## config.mk

```make
export PLATFORM = sky130hd
export DESIGN_NAME = lssg_terms
export DESIGN_NICKNAME = d
export VERILOG_FILES = /design/src/hdl/lssg_pkg.sv /design/src/hdl/lssg_terms.sv
export SDC_FILE = /design/constraint.sdc
export NUM_CORES = 2
export LEC_CHECK = 0
export BUFFER_PORTS_ARGS = -buffer_cell sky130_fd_sc_hd__buf_2
export CAP_MARGIN = 20
export CORE_MARGIN = 1
export CORE_UTILIZATION = 30
export DETAILED_ROUTE_END_ITERATION = 8
export SETUP_SLACK_MARGIN = 0.4
export SLEW_MARGIN = 20
export SYNTH_ARGS = -nofsm -noshare
export SYNTH_HDL_FRONTEND = slang
export SYNTH_SLANG_ARGS = --single-unit
```

## constraint.sdc

```tcl
create_clock -name clock -period 7.7 [get_ports clock]
set_input_delay 1.155 -clock clock [delete_from_list [all_inputs] [get_ports clock]]
set_output_delay 1.155 -clock clock [all_outputs]
set_load 0.02 [all_outputs]
```

## src/hdl/lssg_pkg.sv

```systemverilog
package lssg_pkg;

   // Fixed-point formats.
   localparam int FRAC_BITS  = 8;
   localparam int TEMP_FRAC  = 8;
   localparam int QUEUE_KNEE = 50;
   localparam int PCT_W      = 15;
   localparam int FLOOR_W    = 14;
   localparam int WEIGHT_W   = 16;
   localparam int QUEUE_W    = 10;
   localparam int TEMP_W     = 16;
   localparam int BAT_W      = 18;
   localparam int QUEUE_IDX_W = $clog2(QUEUE_KNEE);

   localparam logic [PCT_W-1:0]   FULL_PCT  = PCT_W'(100 << FRAC_BITS);
   localparam logic [FLOOR_W-1:0] HALF_PCT  = FLOOR_W'((100 << FRAC_BITS) >> 1);
   localparam logic [PCT_W-1:0]   RAMP_LO   = PCT_W'(30 << FRAC_BITS);
   localparam logic [PCT_W-1:0]   RAMP_HI   = PCT_W'(70 << FRAC_BITS);
   localparam logic [TEMP_W-1:0]  THERM_BASE = TEMP_W'(60 << TEMP_FRAC);

   // Battery drain: |power| / 250 percent, evaluated as a reciprocal multiply.
   localparam int BAT_X_W = 23;
   localparam logic [BAT_W-1:0]   BAT_SAT_MAG = BAT_W'(25000);
   localparam logic [BAT_X_W-1:0] BAT_ROUND   = BAT_X_W'(125);
   localparam logic [BAT_X_W-1:0] BAT_DIV     = BAT_X_W'(250);
   localparam logic [47:0]        BAT_RECIP   = 48'd17179869;

   // Memory and battery share one fixed weight.
   localparam logic [27:0] MIX_WEIGHT = 28'd3277;

   // Poll interval scaling: divide by 100 after dropping the fraction bits.
   localparam int IV_W     = 16;
   localparam int IV_NUM_W = 23;
   localparam logic [IV_NUM_W-1:0] INTERVAL_DIV = IV_NUM_W'(100);
   localparam logic [48:0]         RECIP_100    = 49'd42949672;

   localparam int NUM_STAGES = 8;
   localparam int CSR_IDX_W  = 3;

   typedef enum logic [CSR_IDX_W-1:0] {
      REG_WEIGHT_CPU     = 3'd0,
      REG_WEIGHT_QUEUE   = 3'd1,
      REG_WEIGHT_THERMAL = 3'd2,
      REG_WEIGHT_GPU     = 3'd3,
      REG_WEIGHT_DISK    = 3'd4,
      REG_INTERVAL_MIN   = 3'd5,
      REG_INTERVAL_MAX   = 3'd6
   } csr_index_type;

   typedef struct packed {
      logic [WEIGHT_W-1:0] weight_cpu;
      logic [WEIGHT_W-1:0] weight_queue;
      logic [WEIGHT_W-1:0] weight_thermal;
      logic [WEIGHT_W-1:0] weight_gpu;
      logic [WEIGHT_W-1:0] weight_disk;
      logic [IV_W-1:0]     interval_min_ms;
      logic [IV_W-1:0]     interval_max_ms;
   } csr_type;

   typedef struct packed {
      logic [NUM_STAGES-1:0] load;
   } pipe_ctrl_type;

   typedef struct packed {
      logic [PCT_W-1:0]  cpu_util;
      logic [QUEUE_W-1:0] queue_length;
      logic [TEMP_W-1:0] temperature;
      logic [PCT_W-1:0]  gpu_util;
      logic [PCT_W-1:0]  disk_util;
      logic [PCT_W-1:0]  ram_util;
      logic [BAT_W-1:0]  battery_power;
   } sample_type;

   typedef struct packed {
      logic [30:0]        prod_cpu;
      logic [30:0]        prod_queue;
      logic [30:0]        prod_thermal;
      logic [30:0]        prod_gpu;
      logic [30:0]        prod_disk;
      logic [PCT_W-1:0]   ram;
      logic [PCT_W-1:0]   bat_q0;
      logic [BAT_X_W-1:0] bat_x;
      logic               bat_neg;
      logic               bat_sat;
   } products_type;

   typedef struct packed {
      logic [PCT_W-1:0]   stress;
      logic [IV_W-1:0]    poll_interval_ms;
      logic [PCT_W-1:0]   perf_boost;
      logic [FLOOR_W-1:0] cpu_floor;
   } result_type;

   typedef logic [QUEUE_KNEE-1:0][PCT_W-1:0] queue_table_type;

   function automatic logic [PCT_W-1:0] sat_pct(input logic [18:0] v);
      return (v > 19'(FULL_PCT)) ? FULL_PCT : v[PCT_W-1:0];
   endfunction

   // log2 of x as unsigned Q.24 by repeated squaring, truncating.
   function automatic logic [63:0] log2_q24(input logic [31:0] x);
      logic [63:0] y;
      logic [63:0] frac;
      int          n;
      n    = 0;
      frac = '0;
      for (int i = 0; i < 31; i++) begin
         if ((x >> (i + 1)) != 32'd0) begin
            n = i + 1;
         end
      end
      y = (64'(x) << 30) >> n;
      for (int k = 0; k < 24; k++) begin
         y    = (y * y) >> 30;
         frac = frac << 1;
         if (y >= (64'd2 << 30)) begin
            y    = y >> 1;
            frac = frac | 64'd1;
         end
      end
      return (64'(n) << 24) | frac;
   endfunction

   // Queue term for every length below the knee, rounded to nearest.
   function automatic queue_table_type build_queue_table();
      queue_table_type tbl;
      logic [63:0]     den;
      logic [63:0]     num;
      logic [63:0]     rem;
      logic [63:0]     quo;
      den = log2_q24(32'(QUEUE_KNEE + 1));
      for (int q = 0; q < QUEUE_KNEE; q++) begin
         num = log2_q24(32'(q + 1)) * 64'(FULL_PCT) + (den >> 1);
         rem = '0;
         quo = '0;
         for (int b = 63; b >= 0; b--) begin
            rem = {rem[62:0], num[b]};
            if (rem >= den) begin
               rem    = rem - den;
               quo[b] = 1'b1;
            end
         end
         tbl[q] = (quo > 64'(FULL_PCT)) ? FULL_PCT : quo[PCT_W-1:0];
      end
      return tbl;
   endfunction

   localparam queue_table_type QUEUE_TABLE = build_queue_table();

endpackage

```

## src/hdl/lssg_terms.sv

```systemverilog
module lssg_terms import lssg_pkg::*; (
   input  logic          clock,
   input  pipe_ctrl_type ctrl,
   input  csr_type       csr,
   input  sample_type    sample,
   output products_type  prod_out
);

   // Stage 1: saturated percents and the nonlinear terms.
   logic [PCT_W-1:0]   cpu_ff, gpu_ff, disk_ff, ram_ff, queue_ff, therm_ff;
   logic [PCT_W-1:0]   queue_in, therm_in;
   logic [BAT_X_W-1:0] bat_x_ff, bat_x_in;
   logic               bat_neg_ff, bat_sat_ff, bat_sat_in;
   logic [TEMP_W-1:0]  therm_d;
   logic [17:0]        therm_x5;
   logic [17:0]        therm_half;
   logic [BAT_W-1:0]   bat_mag;

   always_comb begin
      if (sample.queue_length >= QUEUE_W'(QUEUE_KNEE)) begin
         queue_in = FULL_PCT;
      end else begin
         queue_in = QUEUE_TABLE[sample.queue_length[QUEUE_IDX_W-1:0]];
      end

      // 2.5 percent per degree above the base temperature.
      therm_d    = sample.temperature - THERM_BASE;
      therm_x5   = {therm_d, 2'b00} + 18'(therm_d);
      therm_half = 18'((19'(therm_x5) + 19'd1) >> 1);
      if (sample.temperature <= THERM_BASE) begin
         therm_in = '0;
      end else begin
         therm_in = sat_pct(19'(therm_half));
      end

      bat_mag    = ~sample.battery_power + BAT_W'(1);
      bat_sat_in = bat_mag >= BAT_SAT_MAG;
      bat_x_in   = {bat_mag[14:0], 8'h00} + BAT_ROUND;
   end

   always_ff @(posedge clock) begin
      if (ctrl.load[0]) begin
         cpu_ff     <= sat_pct(19'(sample.cpu_util));
         gpu_ff     <= sat_pct(19'(sample.gpu_util));
         disk_ff    <= sat_pct(19'(sample.disk_util));
         ram_ff     <= sat_pct(19'(sample.ram_util));
         queue_ff   <= queue_in;
         therm_ff   <= therm_in;
         bat_x_ff   <= bat_x_in;
         bat_neg_ff <= sample.battery_power[BAT_W-1];
         bat_sat_ff <= bat_sat_in;
      end
   end

   // Stage 2: weighted products and the battery quotient estimate.
   products_type prod_ff, prod_in;
   logic [47:0]  bat_prod;

   always_comb begin
      bat_prod             = 48'(bat_x_ff) * BAT_RECIP;
      prod_in.prod_cpu     = 31'(cpu_ff)   * 31'(csr.weight_cpu);
      prod_in.prod_queue   = 31'(queue_ff) * 31'(csr.weight_queue);
      prod_in.prod_thermal = 31'(therm_ff) * 31'(csr.weight_thermal);
      prod_in.prod_gpu     = 31'(gpu_ff)   * 31'(csr.weight_gpu);
      prod_in.prod_disk    = 31'(disk_ff)  * 31'(csr.weight_disk);
      prod_in.ram          = ram_ff;
      prod_in.bat_q0       = bat_prod[32 +: PCT_W];
      prod_in.bat_x        = bat_x_ff;
      prod_in.bat_neg      = bat_neg_ff;
      prod_in.bat_sat      = bat_sat_ff;
   end

   always_ff @(posedge clock) begin
      if (ctrl.load[1]) begin
         prod_ff <= prod_in;
      end
   end

   assign prod_out = prod_ff;

endmodule

```

# Word level (Yosys, flattened, before mapping)
# Memories as Yosys holds them, arrays and structs flattened. A register that Yosys moved wholly into a read port is not among the register bits.
# Cells that the tools add are included.
dict set report totals {
  n_memories 1
  output_inout_bits 210
  inputBits 225
  elab_cells 42
  reg_bits 310
  romBits 960
}
# name depth word_bits read_ports rd_clocked_by_memory_dff wr line_no
set memory_table {}
lappend memory_table {{(name not given)} 64 15 1 1 0 lssg_terms.sv:23} ;# queue_in = QUEUE_TABLE[sample.queue_length[QUEUE_IDX_W-1:0]];
dict set report classes {
  mux 1
  n_addsub 5
  multipliers 6
  reduce_logical 1
  bitwise 1
  order_cmp 8
}
# op count
set op_table {}
lappend op_table {{$mul A15 B16 Y31} 5}
lappend op_table {{$gt A15 B15 Y1 const B} 4}
lappend op_table {{$mul A23 B25 Y47 const B} 1}
lappend op_table {{$add A23 B7 Y23 const B} 1}
lappend op_table {{$add A18 B1 Y19 const B} 1}
lappend op_table {{$add A18 B1 Y18 const B} 1}
lappend op_table {{$add A18 B16 Y18} 1}
lappend op_table {{$ge A18 B15 Y1 const B} 1}
lappend op_table {{$gt A18 B15 Y1 const B} 1}
lappend op_table {{$not A18 Y18} 1}
lappend op_table {{$le A16 B14 Y1 const B} 1}
lappend op_table {{$sub A16 B14 Y16 const B} 1}
lappend op_table {{$mux W15} 1}
lappend op_table {{$ge A10 B6 Y1 const B} 1}
lappend op_table {{$reduce_or A2 Y1} 1}

# Logic depth before layout (Yosys ltp)
dict set report depth {
  depth_word 5
  depth_mapped 25
  mapped_depth_nobuf 24
}

# Worst setup path before layout
# OpenSTA, ideal clock, no wires.
dict set report synth_path {
  path_type {input -> register}
  startpoint {in csr[72] (netlist name)}
  endpoint {reg prod_ff (netlist bit prod_out[146]) (data pin)}
  path_slack_ns 0.569
  setup_ns 0.265
  required_ns 7.435
  t_arrival_ns 6.866
  cell_stages 22
  path_buffers 1
  path_cell_list {clkbuf_1 nand2_1 fa_1 fa_1 fa_1 inv_1 fa_1 inv_1 fa_1 fa_1 inv_1 ha_1 a21o_1 a21oi_1 o22ai_1 or3_1 o21ai_0 o221ai_1 o311a_1 o21ai_0 o21ai_0 xor2_1}
}
# element line_no
set synth_lines {}
lappend synth_lines {{from (decl)} lssg_terms.sv:4} ;# input csr_type csr,
lappend synth_lines {{to (signal assigned)} lssg_terms.sv:75} ;# prod_ff <= prod_in;
lappend synth_lines {{to (decl)} lssg_terms.sv:56} ;# products_type prod_ff, prod_in;

==> metrics <==
first-pass GRT wire length=roughly 230000 um; initial DRC count=2196; relative max-transition margin=36.89%; Final ANT Viol Nets=0; vias in the first global route=43440; Post-Syn Area=56910 um^2; post-synthesis compound-gate area fraction=6.431%; GRT overflow=0; Post-synth EDFFs=309; FF+latch count, synth=309; starting density of the core=between 30% and 40%; Worst-Margin Slew=0.9466 ns; cells after synthesis=approximately 6000; layout cells sized above 1=10.21%; Vias/cell=~4.7; multiplexer area fraction after synthesis=0.07476%; Core Area=188000 um^2; r2r endpoint=prod_out[177]; Avg WL per Cell=16.37 um; Syn Area/Cell=9.752 um^2; fmax=141.1 MHz; post-synth top area cell=fa_1; Worst R2R Start=queue_ff[3]; worst hold path class=reg -> reg; Die Footprint=191400 um^2; fin crit share=92.03%; FFs w/ async S/R, synth=0%; H-tree depth=2; Synth Area in Adders=50.74%; Post-Synth Simple-Gate Area=14.58%; drt first pass iters=9; largest net degree at the start of global routing=91; yosys warns=0; crit path max fanout=8; Worst setup SP type=flop; CTS buffer count=46; CP endpoint kind=flop; Post-Route WL=143500 um; DPL Wire Length=around 120000 um; Clock Latency Late Sink=about 0.66 ns; failing checks=DRC; Layout Utilization=between 30 and 40%; largest family of logic cells by synthesized area=adder cells; clock slew at the register clock pins of the worst setup and hold paths=0.06 ns; top-area cell type share of the netlist area=35.57%; Hold Crit Start=ram_ff[0]; via count=40920; sequential-to-total area share from yosys stat=16.31%; maxcap violations=0; Setup TNS Final=0 ns; CTS tree=built; Final #Nets=between 8000 and 9000; Synth Area in XOR/XNOR=2.817%; r2r setup slk=0.61 ns; Port Buf Inserts=388; clock buffer depth=3; DIE HEIGHT=437.5 um; area added between synthesis and finish=12.45%; top post-synthesis cells by area=fa_1 (36%), edfxtp_1 (16%), ha_1 (15%); initial antenna violation count=31; Worst Hold Path EP=prod_out[40]; final hold violation count=0; row count=159; fin. max-slew vios=0; GP Congestion=~0.9; Critical Path RT=~8.1 ns; worst hold path stage count=0; setup violators final=0; Total Routing Usage GR=15.23%; Root Buffer=clkbuf_16; Layout Skew=0.03623 ns; IO Count=435; Die Wd=roughly 440 um; Worst Path Arrival=7.50 ns; WS Path Type=reg -> reg; R2R depth=22; Worst setup startpoint=queue_ff[3]; min cycle time layout=about 7.1 ns; RSZ-0062 raised after global routing=true; Netlist cell types=80; Synth Flop Type=edfxtp_1; CTS hold repair buffers=0; outcome=complete, but fails checks; clk sink count=309; drc violations=36
[cells in the final DEF, fill, tap and decap left out, types with 7 or more instances in the layout]
cell / n
a21o_1: 73
a21boi_0: 8
nand4_1: 17
nor4_1: 10
buf_4: 128
buf_2: 386
a21oi_1: 160
xor2_1: 51
inv_6: 7
nand2_1: 827
o31ai_1: 8
or3_1: 9
inv_1: 1159
a211oi_1: 25
nor3_1: 36
o41ai_1: 9
nor2b_1: 60
clkinvlp_4: 7
o21ai_0: 93
nand2b_1: 23
or4_1: 12
edfxtp_1: 309
fa_1: 1011
o21bai_1: 21
and3_1: 23
xnor2_1: 132
ha_1: 690
a31oi_1: 22
and2_1: 485
o211ai_1: 16
buf_12: 14
conb_1: 8
diode_2: 17
clkbuf_16: 46
or2_2: 15
o21a_1: 28
nor2_1: 161
nand3_1: 26
[layout make-up]
type	count	area, um^2
Tap cell	2495	3122
Timing Repair Buffer	530	3199
Clock buffer	52	1174
Antenna cell	17	42.54
Clock inverter	32	314.1
Fill cell	19160	124000
Inverter	1159	4350
Multi-Input combinational cell	4169	42510
Sequential cell	309	9279
[cell families (layout without fill, tap and decap cells)]
| kind of cell | count (synthesis) | in the layout |
|---|---|---|
| and+or+nand+nor | 1722 | 1722 |
| adders and majority gates | 1701 | 1701 |
| buffers and inverters | 1363 | 1773 |
| AOI/OAI and AO/OA | 551 | 551 |
| DFF | 309 | 309 |
| xor gates and xnor gates | 183 | 183 |
| muxes | 4 | 4 |
| other | 2 | 25 |
[worst max-delay path: stages, from the launching register on]
cell and delay, ns:
edfxtp_1 0.71, nand2_1 0.16, fa_1 0.56, inv_1 0.05
fa_1 0.45, fa_1 0.51, inv_1 0.05, fa_1 0.52
inv_1 0.05, fa_1 0.52, fa_1 0.46, ha_1 0.33
and3_1 0.23, a21boi_0 0.14, a41oi_1 0.19, buf_4 0.17
a211oi_1 0.15, o41ai_1 0.70, o21ai_0 0.20, a21o_1 0.23
a21o_1 0.17, a21oi_1 0.17, xnor2_1 0.08
[timing repair]
| action | 4_1_cts | 5_1_grt |
|---|---|---|
| endpoints found under the setup margin | 0 | 10 |
| gates resized for setup | 0 | 2 |
| setup buffers | 0 | 44 |
[Yosys cell counts, types with 51 or more instances]
master / instances
fa_1: 1011
inv_1: 1159
o21ai_0: 94
nor2b_1: 60
a21oi_1: 160
xnor2_1: 132
and2_1: 485
nand2_1: 827
nor2_1: 161
clkbuf_1: 191
edfxtp_1: 309
xor2_1: 51
a21o_1: 73
ha_1: 690
[registers in the layout, summed over array words and instances (netlist names)]
name        cells
bat_x_ff       15
queue_ff       15
bat_neg_ff      1
disk_ff        15
therm_ff       15
gpu_ff         15
cpu_ff         15
prod_out      202
bat_sat_ff      1
ram_ff         15
[stage by stage]
stage	instance area (um^2)	cells	hold slack, ns	worst slack [ns]
2_1_floorplan	56930	5841	0.4003	0.5692
3_3_place_gp	61950	8618	0.4004	0.1211
3_5_place_dp	61950	8618	0.4054	0.05376
4_1_cts	63440	8702	0.4206	0.4726
5_1_grt	63980	8759	0.4233	0.3292
6_report	63990	8763	0.4181	0.6138
[metal layers]
| metal | GRT usage, % | part of all wire (%) | wire (um) | vias up |
|---|---|---|---|---|
| met1 | 18.59 | 41 | 59260 | 20830 |
| met2 | 27.31 | 51 | 73320 | 835 |
| li1 | - | - | - | 19020 |
| met4 | 5.115 | 3.1 | 4378 | 16 |
| met3 | 2.117 | 4.5 | 6417 | 222 |
| met5 | 0 | 0.072 | 103 | - |
[how the worst max path moves through the flow]
stage                     slack [ns]  cells after the start       endpoint
after global placement          0.12                     23  prod_out[177]
after floorplan                 0.57                     22  prod_out[146]
after global routing            0.33                     21  prod_out[177]
after CTS                       0.47                     22  prod_out[177]
after detailed placement        0.05                     22  prod_out[146]
final                           0.61                     22  prod_out[177]
Power is not shown: default switching activity piles up to over one toggle a cycle in this logic, so the estimate is an artifact.
