<file path="config.mk">
export PLATFORM = sky130hd
export DESIGN_NAME = lssg_ramp
export DESIGN_NICKNAME = d
export VERILOG_FILES = /design/src/hdl/lssg_pkg.sv /design/src/hdl/lssg_ramp.sv
export SDC_FILE = /design/constraint.sdc
export NUM_CORES = 2
export LEC_CHECK = 0
export ABC_AREA = 1
export BUFFER_PORTS_ARGS = -buffer_cell sky130_fd_sc_hd__buf_4
export CAP_MARGIN = 5
export CORE_ASPECT_RATIO = 1.25
export CORE_MARGIN = 3
export CORE_UTILIZATION = 60
export DETAILED_ROUTE_END_ITERATION = 7
export GPL_TIMING_DRIVEN = 1
export HOLD_SLACK_MARGIN = 0.12
export PLACE_DENSITY_LB_ADDON = 0.05
export SYNTH_ARGS = -nofsm -noshare
export SYNTH_HDL_FRONTEND = slang
export SYNTH_SLANG_ARGS = --single-unit
</file>
<file path="constraint.sdc">
create_clock -name clock -period 9.73 [get_ports clock]
set_clock_uncertainty 0.2 [all_clocks]
set_input_delay 0.4865 -clock clock [delete_from_list [all_inputs] [get_ports clock]]
set_output_delay 0.4865 -clock clock [all_outputs]
set_load 0.02 [all_outputs]
</file>
<file path="src/hdl/lssg_pkg.sv">
package lssg_pkg;

   // Fixed-point formats.
   localparam int FRAC_BITS  = 8;
   localparam int TEMP_FRAC  = 8;
   localparam int QUEUE_KNEE = 50;
   localparam int PCT_W      = 15;
   localparam int FLOOR_W    = 14;
   localparam int WEIGHT_W   = 16;
   localparam int QUEUE_W    = 10;
   localparam int TEMP_W     = 16;
   localparam int BAT_W      = 18;
   localparam int QUEUE_IDX_W = $clog2(QUEUE_KNEE);

   localparam logic [PCT_W-1:0]   FULL_PCT  = PCT_W'(100 << FRAC_BITS);
   localparam logic [FLOOR_W-1:0] HALF_PCT  = FLOOR_W'((100 << FRAC_BITS) >> 1);
   localparam logic [PCT_W-1:0]   RAMP_LO   = PCT_W'(30 << FRAC_BITS);
   localparam logic [PCT_W-1:0]   RAMP_HI   = PCT_W'(70 << FRAC_BITS);
   localparam logic [TEMP_W-1:0]  THERM_BASE = TEMP_W'(60 << TEMP_FRAC);

   // Battery drain: |power| / 250 percent, evaluated as a reciprocal multiply.
   localparam int BAT_X_W = 23;
   localparam logic [BAT_W-1:0]   BAT_SAT_MAG = BAT_W'(25000);
   localparam logic [BAT_X_W-1:0] BAT_ROUND   = BAT_X_W'(125);
   localparam logic [BAT_X_W-1:0] BAT_DIV     = BAT_X_W'(250);
   localparam logic [47:0]        BAT_RECIP   = 48'd17179869;

   // Memory and battery share one fixed weight.
   localparam logic [27:0] MIX_WEIGHT = 28'd3277;

   // Poll interval scaling: divide by 100 after dropping the fraction bits.
   localparam int IV_W     = 16;
   localparam int IV_NUM_W = 23;
   localparam logic [IV_NUM_W-1:0] INTERVAL_DIV = IV_NUM_W'(100);
   localparam logic [48:0]         RECIP_100    = 49'd42949672;

   localparam int NUM_STAGES = 8;
   localparam int CSR_IDX_W  = 3;

   typedef enum logic [CSR_IDX_W-1:0] {
      REG_WEIGHT_CPU     = 3'd0,
      REG_WEIGHT_QUEUE   = 3'd1,
      REG_WEIGHT_THERMAL = 3'd2,
      REG_WEIGHT_GPU     = 3'd3,
      REG_WEIGHT_DISK    = 3'd4,
      REG_INTERVAL_MIN   = 3'd5,
      REG_INTERVAL_MAX   = 3'd6
   } csr_index_type;

   typedef struct packed {
      logic [WEIGHT_W-1:0] weight_cpu;
      logic [WEIGHT_W-1:0] weight_queue;
      logic [WEIGHT_W-1:0] weight_thermal;
      logic [WEIGHT_W-1:0] weight_gpu;
      logic [WEIGHT_W-1:0] weight_disk;
      logic [IV_W-1:0]     interval_min_ms;
      logic [IV_W-1:0]     interval_max_ms;
   } csr_type;

   typedef struct packed {
      logic [NUM_STAGES-1:0] load;
   } pipe_ctrl_type;

   typedef struct packed {
      logic [PCT_W-1:0]  cpu_util;
      logic [QUEUE_W-1:0] queue_length;
      logic [TEMP_W-1:0] temperature;
      logic [PCT_W-1:0]  gpu_util;
      logic [PCT_W-1:0]  disk_util;
      logic [PCT_W-1:0]  ram_util;
      logic [BAT_W-1:0]  battery_power;
   } sample_type;

   typedef struct packed {
      logic [30:0]        prod_cpu;
      logic [30:0]        prod_queue;
      logic [30:0]        prod_thermal;
      logic [30:0]        prod_gpu;
      logic [30:0]        prod_disk;
      logic [PCT_W-1:0]   ram;
      logic [PCT_W-1:0]   bat_q0;
      logic [BAT_X_W-1:0] bat_x;
      logic               bat_neg;
      logic               bat_sat;
   } products_type;

   typedef struct packed {
      logic [PCT_W-1:0]   stress;
      logic [IV_W-1:0]    poll_interval_ms;
      logic [PCT_W-1:0]   perf_boost;
      logic [FLOOR_W-1:0] cpu_floor;
   } result_type;

   typedef logic [QUEUE_KNEE-1:0][PCT_W-1:0] queue_table_type;

   function automatic logic [PCT_W-1:0] sat_pct(input logic [18:0] v);
      return (v > 19'(FULL_PCT)) ? FULL_PCT : v[PCT_W-1:0];
   endfunction

   // log2 of x as unsigned Q.24 by repeated squaring, truncating.
   function automatic logic [63:0] log2_q24(input logic [31:0] x);
      logic [63:0] y;
      logic [63:0] frac;
      int          n;
      n    = 0;
      frac = '0;
      for (int i = 0; i < 31; i++) begin
         if ((x >> (i + 1)) != 32'd0) begin
            n = i + 1;
         end
      end
      y = (64'(x) << 30) >> n;
      for (int k = 0; k < 24; k++) begin
         y    = (y * y) >> 30;
         frac = frac << 1;
         if (y >= (64'd2 << 30)) begin
            y    = y >> 1;
            frac = frac | 64'd1;
         end
      end
      return (64'(n) << 24) | frac;
   endfunction

   // Queue term for every length below the knee, rounded to nearest.
   function automatic queue_table_type build_queue_table();
      queue_table_type tbl;
      logic [63:0]     den;
      logic [63:0]     num;
      logic [63:0]     rem;
      logic [63:0]     quo;
      den = log2_q24(32'(QUEUE_KNEE + 1));
      for (int q = 0; q < QUEUE_KNEE; q++) begin
         num = log2_q24(32'(q + 1)) * 64'(FULL_PCT) + (den >> 1);
         rem = '0;
         quo = '0;
         for (int b = 63; b >= 0; b--) begin
            rem = {rem[62:0], num[b]};
            if (rem >= den) begin
               rem    = rem - den;
               quo[b] = 1'b1;
            end
         end
         tbl[q] = (quo > 64'(FULL_PCT)) ? FULL_PCT : quo[PCT_W-1:0];
      end
      return tbl;
   endfunction

   localparam queue_table_type QUEUE_TABLE = build_queue_table();

endpackage

</file>
<file path="src/hdl/lssg_ramp.sv">
module lssg_ramp import lssg_pkg::*; (
   input  logic             clock,
   input  pipe_ctrl_type    ctrl,
   input  csr_type          csr,
   input  logic [PCT_W-1:0] stress,
   output result_type       result
);

   // Stage 6: interval product and the boost and floor ramp.
   logic               asc_in, asc6_ff;
   logic [IV_W-1:0]    diff;
   logic [30:0]        prod_ff, prod_in;
   logic [PCT_W-1:0]   stress6_ff, boost_in, boost6_ff, ramp_d;
   logic [FLOOR_W-1:0] floor_in, floor6_ff;
   logic [16:0]        ramp_x5;

   always_comb begin
      asc_in  = csr.interval_max_ms >= csr.interval_min_ms;
      diff    = asc_in ? (csr.interval_max_ms - csr.interval_min_ms)
                       : (csr.interval_min_ms - csr.interval_max_ms);
      prod_in = 31'(stress) * 31'(diff);
      ramp_d  = stress - RAMP_LO;
      ramp_x5 = {ramp_d[14:0], 2'b00} + 17'(ramp_d);
      if (stress >= RAMP_HI) begin
         boost_in = FULL_PCT;
         floor_in = HALF_PCT;
      end else if (stress <= RAMP_LO) begin
         boost_in = '0;
         floor_in = '0;
      end else begin
         boost_in = PCT_W'((ramp_x5 + 17'd1) >> 1);
         floor_in = FLOOR_W'((ramp_x5 + 17'd2) >> 2);
      end
   end

   always_ff @(posedge clock) begin
      if (ctrl.load[5]) begin
         asc6_ff    <= asc_in;
         prod_ff    <= prod_in;
         stress6_ff <= stress;
         boost6_ff  <= boost_in;
         floor6_ff  <= floor_in;
      end
   end

   // Stage 7: drop the fraction bits and estimate the quotient by 100.
   // Rounding up on a descending interval is a ceiling at each step.
   logic [IV_NUM_W-1:0] num_in, num_ff;
   logic [48:0]         div_prod;
   logic [IV_W-1:0]     q0_ff;
   logic                asc7_ff;
   logic [PCT_W-1:0]    stress7_ff, boost7_ff;
   logic [FLOOR_W-1:0]  floor7_ff;

   always_comb begin
      if (asc6_ff) begin
         num_in = IV_NUM_W'((32'(prod_ff) + 32'd255) >> FRAC_BITS)
                + (INTERVAL_DIV - IV_NUM_W'(1));
      end else begin
         num_in = IV_NUM_W'(prod_ff >> FRAC_BITS);
      end
      div_prod = 49'(num_in) * RECIP_100;
   end

   always_ff @(posedge clock) begin
      if (ctrl.load[6]) begin
         num_ff     <= num_in;
         q0_ff      <= div_prod[32 +: IV_W];
         asc7_ff    <= asc6_ff;
         stress7_ff <= stress6_ff;
         boost7_ff  <= boost6_ff;
         floor7_ff  <= floor6_ff;
      end
   end

   // Stage 8: quotient correction and the interval; this is the output register.
   logic [IV_NUM_W-1:0] rem;
   logic [IV_W-1:0]     quo;
   result_type          result_ff, result_in;

   always_comb begin
      rem = num_ff - IV_NUM_W'(q0_ff) * INTERVAL_DIV;
      quo = q0_ff + IV_W'(rem >= INTERVAL_DIV);
      result_in.stress           = stress7_ff;
      result_in.poll_interval_ms = asc7_ff ? (csr.interval_max_ms - quo)
                                           : (csr.interval_max_ms + quo);
      result_in.perf_boost       = boost7_ff;
      result_in.cpu_floor        = floor7_ff;
   end

   always_ff @(posedge clock) begin
      if (ctrl.load[7]) begin
         result_ff <= result_in;
      end
   end

   assign result = result_ff;

endmodule

</file>
## After elaboration in Yosys (flattened, before gate mapping)

Cells that the tools add are included.

- Register bits after elaboration: 220
- Bits in latches: 0
- Memory bits (writable): 0
- Memory bits (read-only): 0
- Output and inout bits: 60
- Logic and storage cells: 42
- Memories kept: 0

- Add/sub/neg operators: 12
- Multipliers: 3
- Divide/modulo/power cells: 0
- Order comparisons: 4
- Equality and inequality tests: 0
- Shift operators: 0
- Muxes and demuxes: 5
- Bitwise logic cells: 0
- Reduce and logical (&&, ||, !) cells: 1

Operator list:

| cell | count |
|---|---|
| $sub A16 B16 Y16 | 3 |
| $mul A23 B23 Y45 const B | 1 |
| $mux W16 | 2 |
| $add A31 B8 Y31 const B | 1 |
| $mul A15 B16 Y31 | 1 |
| $add A23 B7 Y23 const B | 1 |
| $ge A23 B7 Y1 const B | 1 |
| $mux W23 | 1 |
| $sub A23 B23 Y23 | 1 |
| $mul A16 B5 Y21 const B | 1 |
| $add A16 B1 Y16 | 1 |
| $add A16 B1 Y16 const B | 1 |
| $add A16 B15 Y16 | 1 |
| $add A16 B16 Y16 | 1 |
| $add A16 B2 Y16 const B | 1 |
| $ge A16 B16 Y1 | 1 |
| $ge A15 B15 Y1 const B | 1 |
| $le A15 B13 Y1 const B | 1 |
| $mux W15 | 1 |
| $sub A15 B13 Y15 const B | 1 |
| $mux W14 | 1 |
| $reduce_or A2 Y1 | 1 |

## Logic depth before layout (Yosys ltp)

- Depth in word-level cells: 6
- Mapped depth: 47
- Gate-level depth less buffers: 47

## Worst setup path after synthesis

Ideal clock, no wire load.

- Kind: register -> register
- Start point: reg prod_ff[6]
- End point: reg q0_ff[12] (data pin)
- Data arrival time: 7.348 ns
- Data required time: 9.270 ns
- Slack: 1.922 ns
- Cell stages (with the launch flop): 37
- Period minus slack after synthesis: 7.808 ns
- Cell sequence: edfxtp_1 > nor2_1 > nand2_1 > inv_1 > nand2_4 > nand2_1 > nand2_1 > ha_1 > nor2_1 > nand3_1 > nand2_1 > nand2_1 > xnor2_1 > nand2_1 > o21ai_0 > inv_1 > ha_1 > fa_1 > fa_1 > fa_1 > inv_1 > fa_1 > inv_1 > fa_1 > fa_1 > ha_1 > a21oi_1 > o21ai_0 > nand2_1 > nand2_1 > a221oi_1 > nand2_1 > nand2_1 > nand2_1 > nand2_1 > nand2_1 > xor2_1

- Word-level cells in the longest chain between the ends: 4

Ends and longest elaborated chain:

| what | RTL line | text |
|---|---|---|
| from (decl) | lssg_ramp.sv:12 | `logic [30:0] prod_ff, prod_in;` |
| from (signal assigned) | lssg_ramp.sv:39 | `prod_ff <= prod_in;` |
| $add A31 B8 Y31 | lssg_ramp.sv:57 | `num_in = IV_NUM_W'((32'(prod_ff) + 32'd255) >> FRAC_BITS)` |
| $add A23 B7 Y23 | lssg_ramp.sv:58 | `+ (INTERVAL_DIV - IV_NUM_W'(1));` |
| $mux W23 | lssg_ramp.sv:56 | `if (asc6_ff) begin` |
| via num_in[14] | lssg_ramp.sv:48 | `logic [IV_NUM_W-1:0] num_in, num_ff;` |
| $mul A23 B23 Y45 | lssg_ramp.sv:62 | `div_prod = 49'(num_in) * RECIP_100;` |
| via div_prod[44] | lssg_ramp.sv:49 | `logic [48:0] div_prod;` |
| to (signal assigned) | lssg_ramp.sv:68 | `q0_ff <= div_prod[32 +: IV_W];` |
| to (decl) | lssg_ramp.sv:50 | `logic [IV_W-1:0] q0_ff;` |

The timed path passes the listed nets, and every way through them passes these cells.
A chain may end at the register's enable or synchronous reset.

## Final worst setup path

- Start point: reg prod_ff[6]
- End point: reg q0_ff[13] (data pin)

The elaborated chain is that of the path after synthesis.

==> reports/summary.txt <==
Status = finished, final reports clean
CTS tree = done
FF-to-FF path depth = 36
Yosys warning count = 0
Worst flop-to-flop path startpoint = prod_ff[6]
Fin. max-slew vios = 0
Core area = 0.0527 mm²
Vias per Instance = 5.61
Initial drt markers = 1320
Met2 Use GR = 59.4%
Top Usage Layer GRT = met2
Most common cell after layout, fill and taps aside = inv_1
Floorplan row count = 94
H-tree Lvls = 1
Clk Tree Root Cell = clkbuf_16
Final Hold Fails = 0
Syn_area_per_cell = 8.86 µm²
Met1 Track Usage GR = 34.6%
Seq/Total Area, Yosys = 20.6%
Die area = 0.0562 mm²
Layout fillers = 4299
RSZ-0062 raised after global routing = false
Number of storage elements in the synthesis netlist = 220
Starting density of the core = 60.8%
Adder-cell share of the synthesized area = 43.0%
Number of gates resized after cts = 0
Post-Syn Nets = 4620
Wire per inst = 19.5 µm
Hold Path Stages = 1
Netlist cell types = 60
Clock slew at reported path FFs = 0.07 ns
Post-route DRC = 0
Number of buffers created by CTS = 25
Multiplexer share of the synthesized area = 0%
Placed wire-length estimate = 73.1 mm
Synth async-reset ratio = 0%
Max_cap viols = 0
Combinational family with the most area after synthesis = adder cells
Drt first pass iters = 6
Hold Path End = stress6_ff[13]
Post-synth EDFFs = 220
Drt total wl = 86.2 mm
Synth Flop Type = edfxtp_1
Worst-path fanout max = 8
Final min period = 9.07 ns
Crit Path Class = flop to flop
Critical Path Max Stage Delay = 0.52 ns
IO Count = 196
Grt met3 use = 3.04%
Longest Clk Path Bufs = 3
Via Count = 24.9k
Antenna cells = 0
Share of cells above drive strength 1 = 6.25%
Post-synthesis compound-gate area fraction = 7.14%
CTS Sinks = 220
Area share of xor/xnor cells in the synthesized design = 4.67%
Vias in the first global route = 27.0k
First-pass GRT wire length = 139 mm
Port-buffer cells = 110
Startpoint types = flop
Final setup viols = 0
Most used cell, CP = nand2_1
GRT Overall Usage = 31.6%
Die height = 264 µm
Congestion Overflow GR = 0
GP Congestion = 0.971
Reg-to-Reg End = q0_ff[13]
Worst-Margin Slew = 1.14 ns
Total Nets Final = 4751
Most frequent cells in the layout = 735 x inv_1, 627 x nand2_1, 490 x ha_1
Synthesized instance count = 3612
Syn Std Cell Area = 0.0320 mm²
Setup slack, reg-to-reg = 0.66 ns
Achievable Freq = 110 MHz
Hold Crit Class = primary input to flop
Post-synthesis simple-gate area fraction = 15.1%
Setup_tns = 0 ns
Rel. slew slack = 23.3%
WP data arrival = 9.16 ns
Worst Path Required = 9.82 ns
Post-route ant nets = 0
Min-delay src = stress[13]
Crit-path slowest cell = fa_1
DP Worst Slack = 0.595 ns
Nature of the critical path endpoint = flop
Die W = 213 µm
Period utilisation layout = 93.2%
Largest net degree at the start of global routing = 67
Initial antenna violation count = 0
PnR worst setup slack = 0.661 ns
Layout Area Growth over Synthesis = 7.98%
Clk_lat worst skew = 0.56 ns
-- kinds of logic (layout without fill, tap and decap cells) --
family	Yosys count	after routing
AO/OA/AOI/OAI	407	407
XOR/XNOR	170	170
adder cells (fa/ha/maj)	872	872
flip-flops	220	220
buffers and inverters	795	944
AND/OR/NAND/NOR	1148	1148
-- state kept, by name, indices dropped and copies added (netlist names) --
signal / count
result: 60
boost6_ff: 15
boost7_ff: 15
num_ff: 23
stress7_ff: 15
floor6_ff: 14
stress6_ff: 15
asc7_ff: 1
prod_ff: 31
floor7_ff: 14
q0_ff: 16
asc6_ff: 1
-- Yosys cell counts, types with 3 or more instances --
cell,n,area [µm²]
nand2_2,11,68.8
o21bai_1,10,75.1
nor2_2,6,37.5
a21oi_1,209,1050
o2111ai_1,5,43.8
a31oi_1,10,62.6
clkbuf_1,26,97.6
buf_2,9,45.0
fa_1,382,7650
nand3_1,106,531
a21boi_0,4,30.0
xnor2_1,56,490
nor3_1,28,140
nor2_1,282,1060
o21ai_1,7,35.0
or2_2,10,62.6
o21ai_2,4,35.0
edfxtp_1,220,6610
inv_2,13,48.8
nand4_1,32,200
or2_1,6,37.5
and2_1,5,31.3
nor2_4,3,33.8
o221ai_1,3,26.3
nor4_1,11,68.8
ha_1,490,6130
clkbuf_2,4,20.0
a211oi_1,6,45.0
xor2_1,113,990
buf_4,4,30.0
o211ai_1,5,37.5
o21ai_0,100,500
o21a_1,13,97.6
nand3b_1,10,75.1
a21o_1,15,113
o31ai_1,3,22.5
nand2_1,627,2350
inv_1,735,2760
-- per-layer routing --
| metal | wire (µm) | share of wire [%] |
|---|---|---|
| met1 | 31400 | 36 |
| met2 | 45900 | 53 |
| met3 | 3430 | 4.0 |
| met4 | 5550 | 6.4 |
| met5 | 0 | 0 |
-- repair_timing --
item / in CTS / in global routing
endpoints found under the setup margin: 0 / 0
hold buffers: 12 / 0
endpoints found under the hold margin: 20 / 0
buffers inserted: 0 / 0
-- critical path: cells and delay by family (launching register included) --
| family | cells | cell delay [ns] |
|---|---|---|
| XOR/XNOR | 2 | 0.31 |
| flip-flops | 1 | 0.39 |
| buffers and inverters | 7 | 0.76 |
| AND/OR/NAND/NOR | 15 | 2.15 |
| AO/OA/AOI/OAI | 3 | 1.03 |
| adder cells (fa/ha/maj) | 9 | 3.93 |
-- worst max-delay path by stage --
stage,startpoint,to,slack (ns),cells after the start
floorplan,prod_ff[6],q0_ff[12],1.92,36
global placement,csr[0],prod_ff[26],0.70,33
detailed placement,csr[0],prod_ff[26],0.60,33
CTS,prod_ff[6],q0_ff[13],0.71,34
global route,prod_ff[6],q0_ff[12],0.23,37
finish,prod_ff[6],q0_ff[13],0.66,36
-- metrics by stage --
step	std cells	hold slack (ns)	area (µm²)	util [%]
finish	4433	0.144	34600	65.6
global route	4433	0.128	34600	65.6
CTS	4433	0.120	34600	65.6
detailed placement	4376	0.205	33700	63.9
global placement	4376	0.201	33700	63.9
floorplan	3612	0.200	32000	-
-- layout make-up --
class                   instances  area (µm²)  share of cell area, %
clock buffers                  31         648                   1.87
clock inverters                14         110                  0.318
inverters                     750        2820                   8.14
multi-input cells            2597       22400                   64.8
flip-flops and latches        220        6610                   19.1
well taps                     672         841                   2.43
repair buffers                149        1150                   3.32
Power is left out: the tool's default activity adds up to more than one toggle a clock period on the data nets, which glitch-free logic cannot reach.
